**src/bsf_pkg.sv**
```systemverilog
// Shared constants, codes and types for the byte shuffle filter.
`timescale 1ns / 1ps

package bsf_pkg;

	localparam int BUFFER_BYTES = 4096;
	localparam int ADDR_W = $clog2(BUFFER_BYTES);
	localparam int CNT_W = $clog2(BUFFER_BYTES + 1);
	// read pointer can run up to about twice the fill count
	localparam int PTR_W = CNT_W + 1;

	localparam int CFG_IDX_W = 1;
	localparam int CFG_DATA_W = 2;
	localparam logic [CFG_IDX_W-1:0] REG_ELEM_SIZE = 1'd0;
	localparam logic [CFG_IDX_W-1:0] REG_DIRECTION = 1'd1;

	localparam int QUEUE_DEPTH = 4;
	localparam int QPTR_W = $clog2(QUEUE_DEPTH);
	localparam int QCNT_W = $clog2(QUEUE_DEPTH + 1);

	typedef enum logic {
		ACT_PUSH = 1'b0,
		ACT_PULL = 1'b1
	} action_t;

	typedef enum logic {
		DIR_SHUFFLE = 1'b0,
		DIR_UNSHUFFLE = 1'b1
	} direction_t;

	typedef enum logic [1:0] {
		ST_OK = 2'd0,
		ST_LENGTH = 2'd1,
		ST_OVERFLOW = 2'd2,
		ST_EMPTY = 2'd3
	} status_t;

	// one queued operation for the back end, with its result fields
	typedef struct packed {
		logic wr;
		logic rd;
		logic [ADDR_W-1:0] addr;
		logic [7:0] data;
		logic last;
		status_t status;
	} bsf_entry_t;

endpackage

```
**src/bsf_queue.sv**
```systemverilog
// Small FIFO of operations between the front and back ends.
`timescale 1ns / 1ps

module bsf_queue import bsf_pkg::*; (
	input logic clk,
	input logic arst_n,
	input logic push,
	input bsf_entry_t push_entry,
	output logic full,
	input logic pop,
	output logic empty,
	output bsf_entry_t head
);

	bsf_entry_t slots_q [QUEUE_DEPTH];
	logic [QPTR_W-1:0] wr_ptr_q, rd_ptr_q;
	logic [QCNT_W-1:0] count_q;

	assign full = count_q == QCNT_W'(QUEUE_DEPTH);
	assign empty = count_q == '0;
	assign head = slots_q[rd_ptr_q];

	always_ff @(posedge clk) begin
		if (push) begin
			slots_q[wr_ptr_q] <= push_entry;
		end
	end

	always_ff @(posedge clk or negedge arst_n) begin
		if (!arst_n) begin
			wr_ptr_q <= '0;
			rd_ptr_q <= '0;
			count_q <= '0;
		end else begin
			if (push) begin
				wr_ptr_q <= wr_ptr_q + QPTR_W'(1);
			end
			if (pop) begin
				rd_ptr_q <= rd_ptr_q + QPTR_W'(1);
			end
			count_q <= count_q + QCNT_W'(push) - QCNT_W'(pop);
		end
	end

endmodule

```
**config.mk**
```make
export PLATFORM = sky130hd
export DESIGN_NAME = bsf_queue
export DESIGN_NICKNAME = d
export VERILOG_FILES = /design/src/bsf_pkg.sv /design/src/bsf_queue.sv
export SDC_FILE = /design/constraint.sdc
export NUM_CORES = 1
export LEC_CHECK = 0
export ABC_CLOCK_PERIOD_IN_PS = 2200
export BUFFER_PORTS_ARGS = -buffer_cell sky130_fd_sc_hd__clkbuf_2
export CELL_PAD_IN_SITES_DETAIL_PLACEMENT = 1
export CELL_PAD_IN_SITES_GLOBAL_PLACEMENT = 1
export CORE_MARGIN = 3
export CORE_UTILIZATION = 40
export DETAILED_ROUTE_END_ITERATION = 8
export PLACE_DENSITY = 0.64
export SYNTH_ARGS = -nofsm -noshare
export SYNTH_HDL_FRONTEND = slang
export SYNTH_SLANG_ARGS = --single-unit
```
**constraint.sdc**
```tcl
create_clock -name clk -period 2.2 [get_ports clk]
set_input_delay 0.44 -clock clk [delete_from_list [all_inputs] [get_ports clk]]
set_output_delay 0.44 -clock clk [all_outputs]
set_load 0.01 [all_outputs]
```
**After elaboration in Yosys (flattened, before gate mapping)**

Memory sizes are Yosys's and may differ from the RTL's.
Index checks and enable logic that the tools add are counted.

- Equality and inequality tests: 1
- Reduce and logical (&&, ||, !) cells: 1
- $add $sub $neg: 4
- Multiplexer cells: 2

Operators by type and width:

| kind | count |
|---|---|
| $add 2x1->2 const B | 2 |
| $add 3x1->3 | 1 |
| $eq 3x3->1 const B | 1 |
| $logic_not 3->1 | 1 |
| $sub 3x1->3 | 1 |
| $mux 1 | 2 |

- Bits of input ports: 29
- Logic and storage cells: 12
- Memories: 1
- Output and inout port bits: 27
- Register bits after elaboration: 7
- Memory bits (writable): 100

Memory list:

| memory | words | width | read ports | clocked after Yosys merged registers in | wr ports | line | source |
|---|---|---|---|---|---|---|---|
| slots_q | 4 | 25 | 1 | 0 | 1 | bsf_queue.sv:15 | `bsf_entry_t slots_q [QUEUE_DEPTH];` |

**Logic depth before layout (Yosys ltp)**

- Depth after elaboration: 2
- Mapped depth: 7
- Depth with buffers taken out: 7

**Worst setup path before layout**

No wires, ideal clock.

- Kind: in2reg
- From: in pop
- To: reg count_q[2]
- Buffers on the path: 0
- Setup slack: 554 ps
- Arrival time: 1,523 ps
- Cell stages on the path: 6
- Setup time: 123 ps
- Required time: 2,077 ps
- Cell sequence: ha_1 -> inv_1 -> ha_1 -> fa_1 -> xnor2_1 -> xnor2_1

- Longest elaborated chain between the ends: 1

RTL lines:

| what | line | source |
|---|---|---|
| start: declaration | bsf_queue.sv:10 | `input logic pop,` |
| $sub 3x1->3 | bsf_queue.sv:41 | `count_q <= count_q + QCNT_W'(push) - QCNT_W'(pop);` |
| end signal: assignment | bsf_queue.sv:41 |  |
| end: declaration | bsf_queue.sv:17 | `logic [QCNT_W-1:0] count_q;` |

Every way passes these cells.
A chain may end at the register's enable or synchronous reset.

==> flow_metrics.py <==
metrics = {
    "setup_path": {
        "cp_data_required_time_ns": 1.76,
        "reg2reg_from": "count_q[0]$_DFF_PN0_",
        "worstSetupPathType": "reg -> out",
        "endpoint_kind": "output port",
        "setup.worst_path.start_class": "register",
        "worst_ep_arrival_time_ns": 1.68,
        "critPathLaunch": "rd_ptr_q[0]$_DFFE_PN0P_",
        "critPathMaxFanout": 12,
    },
    "floorplanning": {
        "fp.dieH_um": 106.5,
        "coreArea_um2": 9819,
        "floorplan.die_area_um2": 11350,
        "rows": 36,
        "die_w_um": 106.5,
        "io_pins": 56,
        "start_util_pct": 41.18,
    },
    "hold_path": {
        "min-delay-start": "push_entry[15]",
        "hp-class": "in -> reg",
    },
    "power_and_ir_drop": {
        "pwr-share-seq_pct": 47.1,
        "peakVddDrop_v": 0.0005345,
        "p_sw_share_pct": 29.00,
        "p_total_mw": 5.940,
        "cellLeakagePower_nw": 1.695,
        "comb_power_share_pct": 32.1,
        "p_sw_mw": 1.722,
        "internal_power_mw": 4.218,
        "power.density_nw_per_um2": 1256,
        "clkPwrFrac_pct": 20.8,
    },
    "sta": {
        "grt_setup_unrepaired": "false",
        "tns_ns": 0,
        "finalHoldViolCount": 0,
        "period_share_pct": 96.56,
        "fmax_ghz": 0.4707,
        "slew_headroom_pct": 74.73,
        "whs_ns": 0.3004,
        "fin_crit_ns": 2.124,
        "skew_ns": 0.01179,
        "drv_slew": 0,
        "setup_viol_count_final": 0,
        "worst_pin_slew_ns": 0.3790,
    },
    "yosys": {
        "avgSynthCellArea_um2": 24.51,
        "synth_warnings": 0,
        "syn-num-nets": 201,
        "yosysTopAreaCellShare_pct": 74.26,
        "syn_inst": 165,
        "synth_area_leaders": "edfxtp_1 (74%), mux4_2 (10%), mux4_1 (4.5%)",
        "synth_top_area_cell": "edfxtp_1",
        "synth_cell_types": 17,
        "syn_area_um2": 4044,
        "ys_ff_latch": 107,
        "synth_seq_area_share_pct": 78.59,
    },
    "cts": {
        "clock_sinks": 107,
        "cts-root-buf": "clkbuf_8",
        "cts_tree": "built",
        "clock_latency_ns": 0.35,
        "numCtsBuffers": 9,
        "cts_max_level": 3,
        "cts.path.max_buffers": 2,
        "clk_pin_slew_ns": 0.10,
    },
    "grt": {
        "grt_pass1_wl_um": 10950,
        "antenna_found_initial": 0,
        "gr-total-overflow": 0,
        "grt_pass1_vias": 2001,
        "grtUsageTotal_pct": 13.22,
        "grt_max_degree": 26,
    },
    "finish": {
        "drive_gt1_share_pct": 42.08,
        "nets": 273,
        "fill_cells": 943,
        "final_util_pct": 48.17,
        "area_growth_pct": 16.96,
        "num_antenna_cells": 0,
    },
    "detailed_routing": {
        "drtIter0Drc": 49,
        "wl_um": 7010,
        "num_vias": 1834,
        "firstDrtPassIters": 4,
        "drt-vias-per-instance": 4.917,
        "ant_nets": 0,
        "drcViolationCount": 0,
        "wl_per_cell_um": 18.79,
    },
    "place": {
        "gp_congestion": 0.6866,
        "dp_hpwl_um": 4682,
        "port_buffers": 55,
    },
    "status": {
        "outcome": "complete, no violations",
    },
    "job": {
        "maxCapViolations": 0,
    },
}
-- worst max-delay path, stage by stage (launching register included) --
cell and delay [ns]:
dfrtp_2 0.42, buf_8 0.18, mux4_1 0.58, clkbuf_2 0.15
-- final cells by class --
class	count	area [um2]	area share [%]
Multi-Input combinational cell	46	769.5	16.27
Timing Repair Buffer	67	387.9	8.201
Sequential cell	107	3179	67.22
Clock inverter	5	80.08	1.693
Tap cell	133	166.4	3.519
Clock buffer	9	123.9	2.619
Inverter	6	22.52	0.4762
-- worst paths after layout --
path	to	slack (ns)	cells after the start
max in group asynchronous	rd_ptr_q[0]$_DFFE_PN0P_	1.57	2
worst min-delay path	slots_q[1][15]$_DFFE_PP_	0.30	1
worst max register to register	count_q[2]$_DFF_PN0_	0.49	7
min in group asynchronous	count_q[0]$_DFF_PN0_	0.45	2
worst min register to register	wr_ptr_q[0]$_DFFE_PN0P_	0.55	1
worst max-delay path	head[1]	0.08	3
-- registers in the layout, summed over array words and instances (netlist names) --
register  cells
count_q       3
slots_q     100
rd_ptr_q      2
wr_ptr_q      2
-- Yosys cell counts --
cell type / n
ha_1: 6
mux4_1: 7
buf_12: 2
xnor2_1: 3
and2_1: 4
buf_2: 3
nand2_1: 2
buf_6: 1
dfrtp_1: 7
edfxtp_1: 100
o21ai_0: 1
fa_1: 1
and3_1: 1
mux4_2: 18
inv_1: 6
xor2_1: 2
nor3_1: 1
-- through the flow --
step	instances	setup slack, ns	cell area [um2]
after floorplan	165	0.5537	4044
after global placement	358	0.3656	4516
after detailed placement	358	0.2942	4516
after CTS	373	0.02489	4730
after global routing	373	0.008287	4730
final	373	0.07570	4730
-- kinds of logic after synthesis --
| family | count (synthesis) | share of synthesized area, % |
|---|---|---|
| flops | 107 | 78.59 |
| mux | 25 | 14.57 |
| buf+inv | 12 | 2.197 |
| simple gates | 8 | 1.083 |
| fa+ha+maj | 7 | 2.351 |
| xor+xnor | 5 | 1.083 |
| compound gates | 1 | 0.1236 |
-- what timing repair did --
action,4_1_cts,5_1_grt
hold buffers,1,0
buffers inserted,0,0
hold endpoints to repair,7,0
resized for setup,2,2
endpoints found under the setup margin,1,1
-- metal layers --
| layer | up-vias | track usage [%] | wire length (um) |
|---|---|---|---|
| met3 | 7 | 3.036 | 307 |
| met4 | 0 | 5.753 | 96 |
| met1 | 963 | 17.62 | 3214 |
| li1 | 819 | - | - |
| met5 | - | 0 | 0 |
| met2 | 45 | 21.00 | 3391 |
-- layout by cell type, fill, tap and decap left out, types with 2 or more instances in the layout --
| cell type | instances |
|---|---|
| xnor2_1 | 3 |
| and2_1 | 4 |
| clkinvlp_4 | 2 |
| nand2_1 | 2 |
| clkbuf_2 | 55 |
| dfrtp_1 | 6 |
| ha_1 | 6 |
| edfxtp_1 | 100 |
| bufinv_16 | 2 |
| clkbuf_8 | 9 |
| xor2_1 | 2 |
| mux4_2 | 20 |
| inv_1 | 6 |
| mux4_1 | 5 |
| buf_4 | 9 |
-- power by group through the flow --
stage | sequential (mW) | clock (mW) | combinational [mW]
global placement | 2.83 | 0 | 1.91
global route | 2.84 | 1.35 | 2.09
CTS | 2.81 | 1.28 | 1.96
detailed placement | 2.85 | 0 | 1.95
finish | 2.80 | 1.23 | 1.91
floorplan | 2.80 | 0 | 1.30
(Power assumes the default switching activity.)
