[config.mk]
export PLATFORM = sky130hd
export DESIGN_NAME = bsf_front
export DESIGN_NICKNAME = d
export VERILOG_FILES = /design/src/bsf_pkg.sv /design/src/bsf_front.sv
export SDC_FILE = /design/constraint.sdc
export NUM_CORES = 1
export LEC_CHECK = 0
export BUFFER_PORTS_ARGS = -buffer_cell sky130_fd_sc_hd__buf_4
export CORE_ASPECT_RATIO = 1.1
export CORE_MARGIN = 1.5
export CORE_UTILIZATION = 30
export CTS_CLUSTER_DIAMETER = 120
export DETAILED_ROUTE_END_ITERATION = 7
export GPL_TIMING_DRIVEN = 0
export SLEW_MARGIN = 0
export SYNTH_ARGS = -nofsm -noshare
export SYNTH_HDL_FRONTEND = slang
export SYNTH_SLANG_ARGS = --single-unit
[constraint.sdc]
create_clock -name clk -period 5.1 [get_ports clk]
set_input_delay 1.02 -clock clk [delete_from_list [all_inputs] [get_ports clk]]
set_output_delay 1.02 -clock clk [all_outputs]
set_load 0.05 [all_outputs]
[src/bsf_pkg.sv]
// Shared constants, codes and types for the byte shuffle filter.
`timescale 1ns / 1ps

package bsf_pkg;

	localparam int BUFFER_BYTES = 4096;
	localparam int ADDR_W = $clog2(BUFFER_BYTES);
	localparam int CNT_W = $clog2(BUFFER_BYTES + 1);
	// read pointer can run up to about twice the fill count
	localparam int PTR_W = CNT_W + 1;

	localparam int CFG_IDX_W = 1;
	localparam int CFG_DATA_W = 2;
	localparam logic [CFG_IDX_W-1:0] REG_ELEM_SIZE = 1'd0;
	localparam logic [CFG_IDX_W-1:0] REG_DIRECTION = 1'd1;

	localparam int QUEUE_DEPTH = 4;
	localparam int QPTR_W = $clog2(QUEUE_DEPTH);
	localparam int QCNT_W = $clog2(QUEUE_DEPTH + 1);

	typedef enum logic {
		ACT_PUSH = 1'b0,
		ACT_PULL = 1'b1
	} action_t;

	typedef enum logic {
		DIR_SHUFFLE = 1'b0,
		DIR_UNSHUFFLE = 1'b1
	} direction_t;

	typedef enum logic [1:0] {
		ST_OK = 2'd0,
		ST_LENGTH = 2'd1,
		ST_OVERFLOW = 2'd2,
		ST_EMPTY = 2'd3
	} status_t;

	// one queued operation for the back end, with its result fields
	typedef struct packed {
		logic wr;
		logic rd;
		logic [ADDR_W-1:0] addr;
		logic [7:0] data;
		logic last;
		status_t status;
	} bsf_entry_t;

endpackage

[src/bsf_front.sv]
// Front end: configuration, block bookkeeping and read address counters.
`timescale 1ns / 1ps

module bsf_front import bsf_pkg::*; (
	input logic clk,
	input logic arst_n,
	input logic cfg_we,
	input logic [CFG_IDX_W-1:0] cfg_index,
	input logic [CFG_DATA_W-1:0] cfg_wdata,
	input logic accept,
	input logic action,
	input logic [7:0] data_byte,
	input logic last_byte,
	output bsf_entry_t entry
);

	logic [1:0] esize_code_q;
	direction_t dir_q;
	logic [CNT_W-1:0] fill_q, fill_n;
	logic ready_q, ready_n;
	logic ovf_q, ovf_n;
	logic [CNT_W-1:0] ec_q, ec_n;
	logic [CNT_W-1:0] pc_q, pc_n;
	logic [PTR_W-1:0] rp_q, rp_n;
	logic [CNT_W-1:0] pulled_q, pulled_n;

	logic [PTR_W-1:0] esize;
	logic [CNT_W-1:0] nelts;
	logic [CNT_W-1:0] fill_e;
	logic cfg_hit;

	assign esize = PTR_W'(1) << esize_code_q;
	assign nelts = fill_q >> esize_code_q;
	assign cfg_hit = cfg_we && (cfg_index == REG_ELEM_SIZE || cfg_index == REG_DIRECTION);

	always_comb begin
		fill_n = fill_q;
		ready_n = ready_q;
		ovf_n = ovf_q;
		ec_n = ec_q;
		pc_n = pc_q;
		rp_n = rp_q;
		pulled_n = pulled_q;
		fill_e = ready_q ? '0 : fill_q;
		entry = '0;
		entry.status = ST_OK;
		if (accept) begin
			if (action == ACT_PUSH) begin
				if (ready_q) begin
					// an unpulled block is dropped by a new push
					ovf_n = 1'b0;
					ec_n = '0;
					pc_n = '0;
					rp_n = '0;
					pulled_n = '0;
				end
				ready_n = 1'b0;
				if (fill_e < CNT_W'(BUFFER_BYTES)) begin
					entry.wr = 1'b1;
					entry.addr = fill_e[ADDR_W-1:0];
					entry.data = data_byte;
					fill_n = fill_e + CNT_W'(1);
				end else begin
					ovf_n = 1'b1;
					fill_n = fill_e;
					entry.status = ST_OVERFLOW;
				end
				if (last_byte) begin
					ec_n = '0;
					pc_n = '0;
					rp_n = '0;
					pulled_n = '0;
					if (ovf_n) begin
						fill_n = '0;
						ovf_n = 1'b0;
						entry.status = ST_OVERFLOW;
					end else if ((PTR_W'(fill_n) & (esize - PTR_W'(1))) != '0) begin
						fill_n = '0;
						entry.status = ST_LENGTH;
					end else begin
						ready_n = 1'b1;
					end
				end
			end else begin
				if (!ready_q) begin
					entry.status = ST_EMPTY;
				end else begin
					entry.rd = rp_q < PTR_W'(fill_q);
					entry.addr = rp_q[ADDR_W-1:0];
					if (dir_q == DIR_SHUFFLE) begin
						ec_n = ec_q + CNT_W'(1);
						rp_n = rp_q + esize;
						if ({1'b0, ec_q} + (CNT_W + 1)'(1) >= {1'b0, nelts}) begin
							ec_n = '0;
							pc_n = pc_q + CNT_W'(1);
							rp_n = PTR_W'(pc_n);
						end
					end else begin
						pc_n = pc_q + CNT_W'(1);
						rp_n = rp_q + PTR_W'(nelts);
						if (PTR_W'(pc_q) + PTR_W'(1) >= esize) begin
							pc_n = '0;
							ec_n = ec_q + CNT_W'(1);
							rp_n = PTR_W'(ec_n);
						end
					end
					pulled_n = pulled_q + CNT_W'(1);
					if (pulled_n >= fill_q) begin
						entry.last = 1'b1;
						ready_n = 1'b0;
						fill_n = '0;
						ec_n = '0;
						pc_n = '0;
						rp_n = '0;
						pulled_n = '0;
					end
				end
			end
		end
		// a register write restarts pulling from the first output byte
		if (cfg_hit) begin
			ec_n = '0;
			pc_n = '0;
			rp_n = '0;
			pulled_n = '0;
		end
	end

	always_ff @(posedge clk or negedge arst_n) begin
		if (!arst_n) begin
			esize_code_q <= 2'd2;
			dir_q <= DIR_SHUFFLE;
			fill_q <= '0;
			ready_q <= 1'b0;
			ovf_q <= 1'b0;
			ec_q <= '0;
			pc_q <= '0;
			rp_q <= '0;
			pulled_q <= '0;
		end else begin
			if (cfg_we && cfg_index == REG_ELEM_SIZE) begin
				esize_code_q <= cfg_wdata[1:0];
			end
			if (cfg_we && cfg_index == REG_DIRECTION) begin
				dir_q <= direction_t'(cfg_wdata[0]);
			end
			fill_q <= fill_n;
			ready_q <= ready_n;
			ovf_q <= ovf_n;
			ec_q <= ec_n;
			pc_q <= pc_n;
			rp_q <= rp_n;
			pulled_q <= pulled_n;
		end
	end

endmodule

# Word-level counts from Yosys, hierarchy flattened
# Index checks and enable logic that the tools add are counted.
[word_totals]
regBits = 71
inputBits = 17
out_inout_bits = 25
wordCells = 114
[classes]
addsub = 9
n_lt_le_gt_ge = 5
eq_ne = 5
shift = 2
mux = 71
bitwise_logic = 3
n_reduce_logical = 10
[ops]
columns = ["cell", "n"]
rows = [
  ["$mux 13", 34],
  ["$mux 14", 10],
  ["$add 13x1->13 const B", 4],
  ["$add 13x1->14 const B", 2],
  ["$mux 25", 1],
  ["$mux 20", 1],
  ["$mux 1", 17],
  ["$add 14x13->14", 1],
  ["$add 14x14->14", 1],
  ["$and 13x14->14", 1],
  ["$ge 14x13->1", 1],
  ["$ge 14x14->1", 1],
  ["$lt 14x13->1", 1],
  ["$reduce_bool 14->1", 1],
  ["$shl 1x2->14 const A", 1],
  ["$sub 14x1->14 const B", 1],
  ["$ge 13x13->1", 1],
  ["$lt 13x13->1 const B", 1],
  ["$shr 13x2->13", 1],
  ["$mux 12", 1],
  ["$mux 2", 6],
  ["$mux 8", 1],
  ["$reduce_and 4->1", 2],
  ["$reduce_and 3->1", 2],
  ["9 further kinds", 12],
]

# Depth between registers and ports, before layout
# Gate-level depths: netlist of run 1.
[depth]
ltp_word = 12
ltp_mapped = 16
depth_no_buf = 15

# Worst setup path before layout of run 1
# Ideal clock, no wire load.
[synth_timing]
path_type = "input to output"
start = "in action"
end = "out entry[10] in the netlist's numbering"
t_arrival_ns = 2.852
required_time_ns = 4.080
path_slack_ns = 1.228
cell_stages = 5
n_path_buf = 1
cell_sequence = "clkbuf_1 > inv_1 > nand2_1 > nor2_1 > and2_1"
[synth_lines]
columns = ["element", "line_no", "text"]
rows = [
  ["start, declared", "bsf_front.sv:11", "input logic action,"],
  ["end, declared", "bsf_front.sv:14", "output bsf_entry_t entry"],
]

==> impl_metrics.tcl, run 1 <==
set metrics [dict create \
    status "complete, no violations" \
    drt_iter0_markers 551 \
    syn_inst 880 \
    grt_pass1_vias 6442 \
    drt-vias-per-instance 5.51 \
    antenna_found_initial 0 \
    syn_area_um2 6990 \
    finClkSkew_ps 10.3 \
    drv_slew 0 \
    cts_repair_resize_count 0 \
    synth_cell_types 75 \
    rsz0062_at_grt "no" \
    critical_path_required_ps 4080 \
    fin_crit_sh 0.953 \
    drive_above_1_share 0.0994 \
    critical_path_class "flop to primary output" \
    final_cell_mix "nand2_1 (112), o21ai_0 (82), dfrtp_1 (70), ha_1 (65), nor2_1 (54)" \
    yosysTopAreaCell "dfrtp_1" \
    drtAntennaViolNets 0 \
    ys_seq_elements 71 \
    worst_pin_slew_ps 1150 \
    synth_xor_area_frac 0.0639 \
    port_buffers 40 \
    root_buffer "clkbuf_16" \
    multi_input_area_um2 4850 \
    hp-class "flop to flop" \
    place_ws_ps 336 \
    hpwl_um 17100 \
    grtUsageTotal 0.191 \
    synthAdderAreaFrac 0.122 \
    syn_area_per_cell_um2 7.94 \
    routed_wl_um 22300 \
    p_leak_nw 3.66 \
    holdBufCountCts 0 \
    initial_core_util 0.306 \
    vias 6806 \
    clkSinkCount 71 \
    diodes 0 \
    final-hold-violation-count 0 \
    fin_ws_ps 238 \
    synthArstFlopShare 1.00 \
    cts_tree "built" \
    arrival_ps 3840 \
    powerDensity_nw_per_um2 372 \
    slew_headroom 0.228 \
    synthSimpleGateAreaFrac 0.219 \
    grt_max_degree 72 \
    clkSlewWorstSetupHoldPaths_ps 60 \
    die_w_um 149 \
    layout_commonest_cell "nand2_1" \
    dieArea_um2 24200 \
    detail_route.wl_per_cell_um 18.0 \
    synth-compound-area-share 0.254 \
    n_fill_cell 2400 \
    dpl_cell_area_um2 7660 \
    setup_tns_ps 0 \
    cts_setup_buffers 0 \
    syn_to_final_growth_pct 15.0 \
    clk_latency_ps 360 \
    synth_area_leaders "dfrtp_1 (25%), ha_1 (12%), nand2_1 (6.0%)" \
    ys_warn_count 0 \
    max_freq_mhz 206 \
    h-tree-depth 3 \
    overflow 0 \
    core_area_um2 22900 \
    synth_top_flop_cell "dfrtp_1" \
    final_area_um2 8040 \
    crit_fanout 6 \
    syn_nets 964 \
    fin_nets 1015 \
    drcViolationCount 0 \
    endpoint_kind "primary output" \
    ir_worst_vdd_mv 0.132 \
    period_needed_ps 4860 \
    pin_count 42 \
    synth_edf_count 0 \
    setup_viol 0 \
    die_height_um 163 \
    rows 58 \
    muxShareOfSynthArea 0.0338 \
    worst_setup_path_start_kind "flop" \
    cts_buffer_depth 2 \
    grt_pass1_wl_um 35800 \
    synth-seq-area-share 0.254 \
    cts_buffers 9 \
    finalPower_mw 2.99 \
    place.gp.congestion 0.917 \
    ff_latch_area_um2 1780 \
    yosysTopAreaCellShare 0.251 \
    synth_top_family_by_area "compound AO/OA/AOI/OAI gates" \
    max-cap-violations 0 \
    first_pass_iters 5 \
]
## worst max-delay path, stage by stage (launching register included)
cell and delay (ps):
dfrtp_1 440, ha_1 250, nand3_1 140, nor2_1 340, and3_1 300, xor2_1 170, ha_1 260, a21o_1 180
a21o_1 170, a221oi_1 380, o21ai_0 380, and2_1 300, buf_4 190
## synthesized netlist by cell type (all sizes together) (15+ instances only)
cell	instances
clkbuf	25
o21ai	86
nand3	33
xnor2	28
nand2	112
buf	17
ha	65
mux2i	18
and2	15
nor2	56
a21o	16
inv	49
xor2	23
dfrtp	70
o31ai	16
a21oi	41
a22o	19
nor3	17
## sequential cells by signal, summed over array words and instances, names as in the netlist
signal	flops
ready_q	1
dir_q	1
esize_code_q	2
ovf_q	1
pulled_q	13
fill_q	13
ec_q	13
rp_q	14
pc_q	13
## power breakdown
group	switching [mW]	internal, mW	total [mW]
clock	0.278	0.529	0.807
combinational	0.925	0.504	1.43
sequential	0.125	0.626	0.751
total	1.33	1.66	2.99
## cell families (layout without fill, tap and decap cells)
family	count (synthesis)	after routing
simple gates	308	308
flops	71	71
fa+ha+maj	67	67
xor+xnor	51	51
buf+inv	93	149
mux	23	23
compound gates	267	267
## area by class of cell
cell class,count,area share
clock buffers,9,0.0280
clock inverters,7,0.0179
multi-input cells,716,0.603
flip-flops and latches,71,0.221
plain buffers,42,0.0220
repair buffers,40,0.0374
well taps,300,0.0467
inverters,51,0.0238
## per-layer routing
layer	wire, um	track usage	part of all wire	vias to the layer above
met5	0	0	0	-
met3	1170	0.0288	0.053	52
met4	1020	0.0995	0.046	0
li1	-	-	-	3295
met2	10200	0.303	0.46	207
met1	9930	0.251	0.45	3252
## final timing paths
| kind | from | end | slack, ps | cells past startpoint |
|---|---|---|---|---|
| setup / recovery | pulled_q[0] | entry[2] | 240 | 12 |
| setup reg to reg | pulled_q[0] | pc_q[7] | 430 | 14 |
| max in group asynchronous | arst_n | ec_q[10] | 3680 | 1 |
| hold / removal | pulled_q[12] | pulled_q[12] | 490 | 2 |
| min in group asynchronous | arst_n | fill_q[2] | 820 | 1 |
| hold reg to reg | pulled_q[12] | pulled_q[12] | 490 | 2 |
## stage by stage
step,cells,hold WS [ps],util
2_1_floorplan,880,460,-
6_report,1236,488,0.352
3_5_place_dp,1220,477,0.335
3_3_place_gp,1220,471,0.335
4_1_cts,1236,492,0.351
5_1_grt,1236,520,0.352
(Power assumes the default switching activity.)
==> inputs of run 2 (changes only) <==
- CORE_UTILIZATION: 30 -> 45
==> impl_metrics.tcl, run 2 (same netlist as run 1, synthesis figures left out) <==
set metrics [dict create \
    status "complete, no violations" \
    crit_end "entry[2]" \
    p_sw_mw 1.32 \
    diodes 0 \
    finalPower_mw 2.84 \
    drive_above_1_share 0.0994 \
    p_leak_nw 3.64 \
    worst_setup_path_start_kind "flop" \
    largest_reg_flops 14 \
    clk_latency_ps 350 \
    slew_headroom 0.225 \
    cts_tree "built" \
    clkSlewWorstSetupHoldPaths_ps 60 \
    worst_path_max_delay_cell "dfrtp_1" \
    switching_share 0.465 \
    worst_pin_slew_ps 1150 \
    max-cap-violations 0 \
    arrival_ps 3810 \
    clock_power_share 0.233 \
    cts_buffer_depth 2 \
    detail_route.wl_per_cell_um 19.4 \
    core_area_um2 15100 \
    grt_max_degree 72 \
    max_freq_mhz 207 \
    cts_buffers 9 \
    dieArea_um2 16300 \
    overflow 0 \
    critical_path_required_ps 4080 \
    r2r_cells 14 \
    drt-vias-per-instance 5.96 \
    antenna_found_initial 0 \
    initial_core_util 0.462 \
    r2r_slack_ps 360 \
    p_int_mw 1.52 \
    setup_tns_ps 0 \
    fin_crit_sh 0.947 \
    setup_viol 0 \
    fin_nets 1015 \
    final-hold-violation-count 0 \
    drv_slew 0 \
    vias 6751 \
    syn_to_final_growth_pct 12.2 \
    period_needed_ps 4830 \
    hpwl_um 16600 \
    rsz0062_at_grt "no" \
    final_cell_mix "nand2_1 (112), o21ai_0 (82), dfrtp_1 (70), ha_1 (65), nor2_1 (54)" \
    max_stage_delay_ps 440 \
    regToRegEndpoint "pc_q[8]" \
    pwr-share-seq 0.266 \
    layout_commonest_cell "nand2_1" \
    routed_wl_um 22000 \
    drtAntennaViolNets 0 \
    endpoint_kind "primary output" \
    root_buffer "clkbuf_16" \
    first_pass_iters 6 \
    grt_pass1_wl_um 35000 \
    cp_cell_sequence "ha_1 -> nand3_1 -> nor2_1 -> and3_1 -> nand3_1 -> xnor2_1 -> ha_1 -> and4_1 -> a221oi_1 -> o21ai_0 -> and2_1 -> buf_4" \
    rows 47 \
    crit_start "pulled_q[0]" \
    port_buffers 40 \
    drt_iter0_markers 769 \
    cts_repair_resize_count 0 \
    die_w_um 122 \
    critical_path_class "flop to primary output" \
    ir_worst_vdd_mv 0.169 \
    cts_setup_buffers 0 \
    p_comb_frac 0.501 \
    h-tree-depth 3 \
    grt_pass1_vias 6297 \
    hp-class "flop to flop" \
    grtUsageTotal 0.282 \
    crit_fanout 6 \
    holdBufCountCts 0 \
    clkSinkCount 71 \
    pin_count 42 \
    powerDensity_nw_per_um2 362 \
    die_height_um 134 \
    place.gp.congestion 0.929 \
    drcViolationCount 0 \
    top_register "rp_q" \
    finClkSkew_ps 6.86 \
    rr_startpoint "pulled_q[0]" \
]
run 2: cell types whose count changed in the layout (fill, tap and decap cells not counted):
cell	previous run	this run
bufinv_16	4	1
clkbuf_8	0	1
clkinv_2	0	3
inv_6	1	0
run 2: area by class of cell:
| type | instances | area (um^2) |
|---|---|---|
| buffer | 42 | 176 |
| clock buffer | 10 | 239 |
| clock inverter | 6 | 60.1 |
| fill | 1470 | 7280 |
| inverter | 51 | 191 |
| multi-input combinational | 716 | 4850 |
| sequential | 71 | 1780 |
| tap | 196 | 245 |
| timing repair buffer | 40 | 300 |
run 2: layer usage:
layer / global-route usage / share of wire
met5: 0 / 0
met4: 0.138 / 0.038
met3: 0.0313 / 0.047
met2: 0.446 / 0.46
met1: 0.383 / 0.46
run 2: metrics by stage:
step                setup slack (ps)  utilization  cell area (um^2)  instances  hold WS (ps)
finish                           271        0.519              7840       1132           485
global route                    18.5        0.519              7840       1132           534
CTS                              291        0.518              7830       1132           490
detailed placement               335        0.498              7530       1116           476
global placement                 366        0.498              7530       1116           476
floorplan                       1230            -              6990        880           460
run 2: worst max-delay path, delay by kind of cell, from the launching register on:
| family | cells | cell delay (ps) |
|---|---|---|
| XOR/XNOR | 1 | 240 |
| AO/OA/AOI/OAI | 2 | 740 |
| adder cells (fa/ha/maj) | 2 | 540 |
| buffers and inverters | 1 | 190 |
| flip-flops | 1 | 440 |
| AND/OR/NAND/NOR | 6 | 1320 |
run 2: how the worst min path moves through the flow:
stage                    to    startpoint  slack [ps]  cells after the start
2_1_floorplan  pulled_q[12]  pulled_q[12]         460                      2
3_3_place_gp   pulled_q[12]  pulled_q[12]         480                      2
3_5_place_dp   pulled_q[12]  pulled_q[12]         480                      2
4_1_cts        pulled_q[12]  pulled_q[12]         490                      2
5_1_grt        pulled_q[12]  pulled_q[12]         530                      2
6_report       pulled_q[12]  pulled_q[12]         480                      2
run 2: power by group through the flow:
| stage | sequential (mW) | clock [mW] | combinational (mW) |
|---|---|---|---|
| 2_1_floorplan | 0.703 | 0 | 1.00 |
| 3_3_place_gp | 0.760 | 0 | 1.39 |
| 3_5_place_dp | 0.760 | 0 | 1.40 |
| 4_1_cts | 0.750 | 0.668 | 1.40 |
| 5_1_grt | 0.763 | 0.690 | 1.57 |
| 6_report | 0.754 | 0.661 | 1.42 |
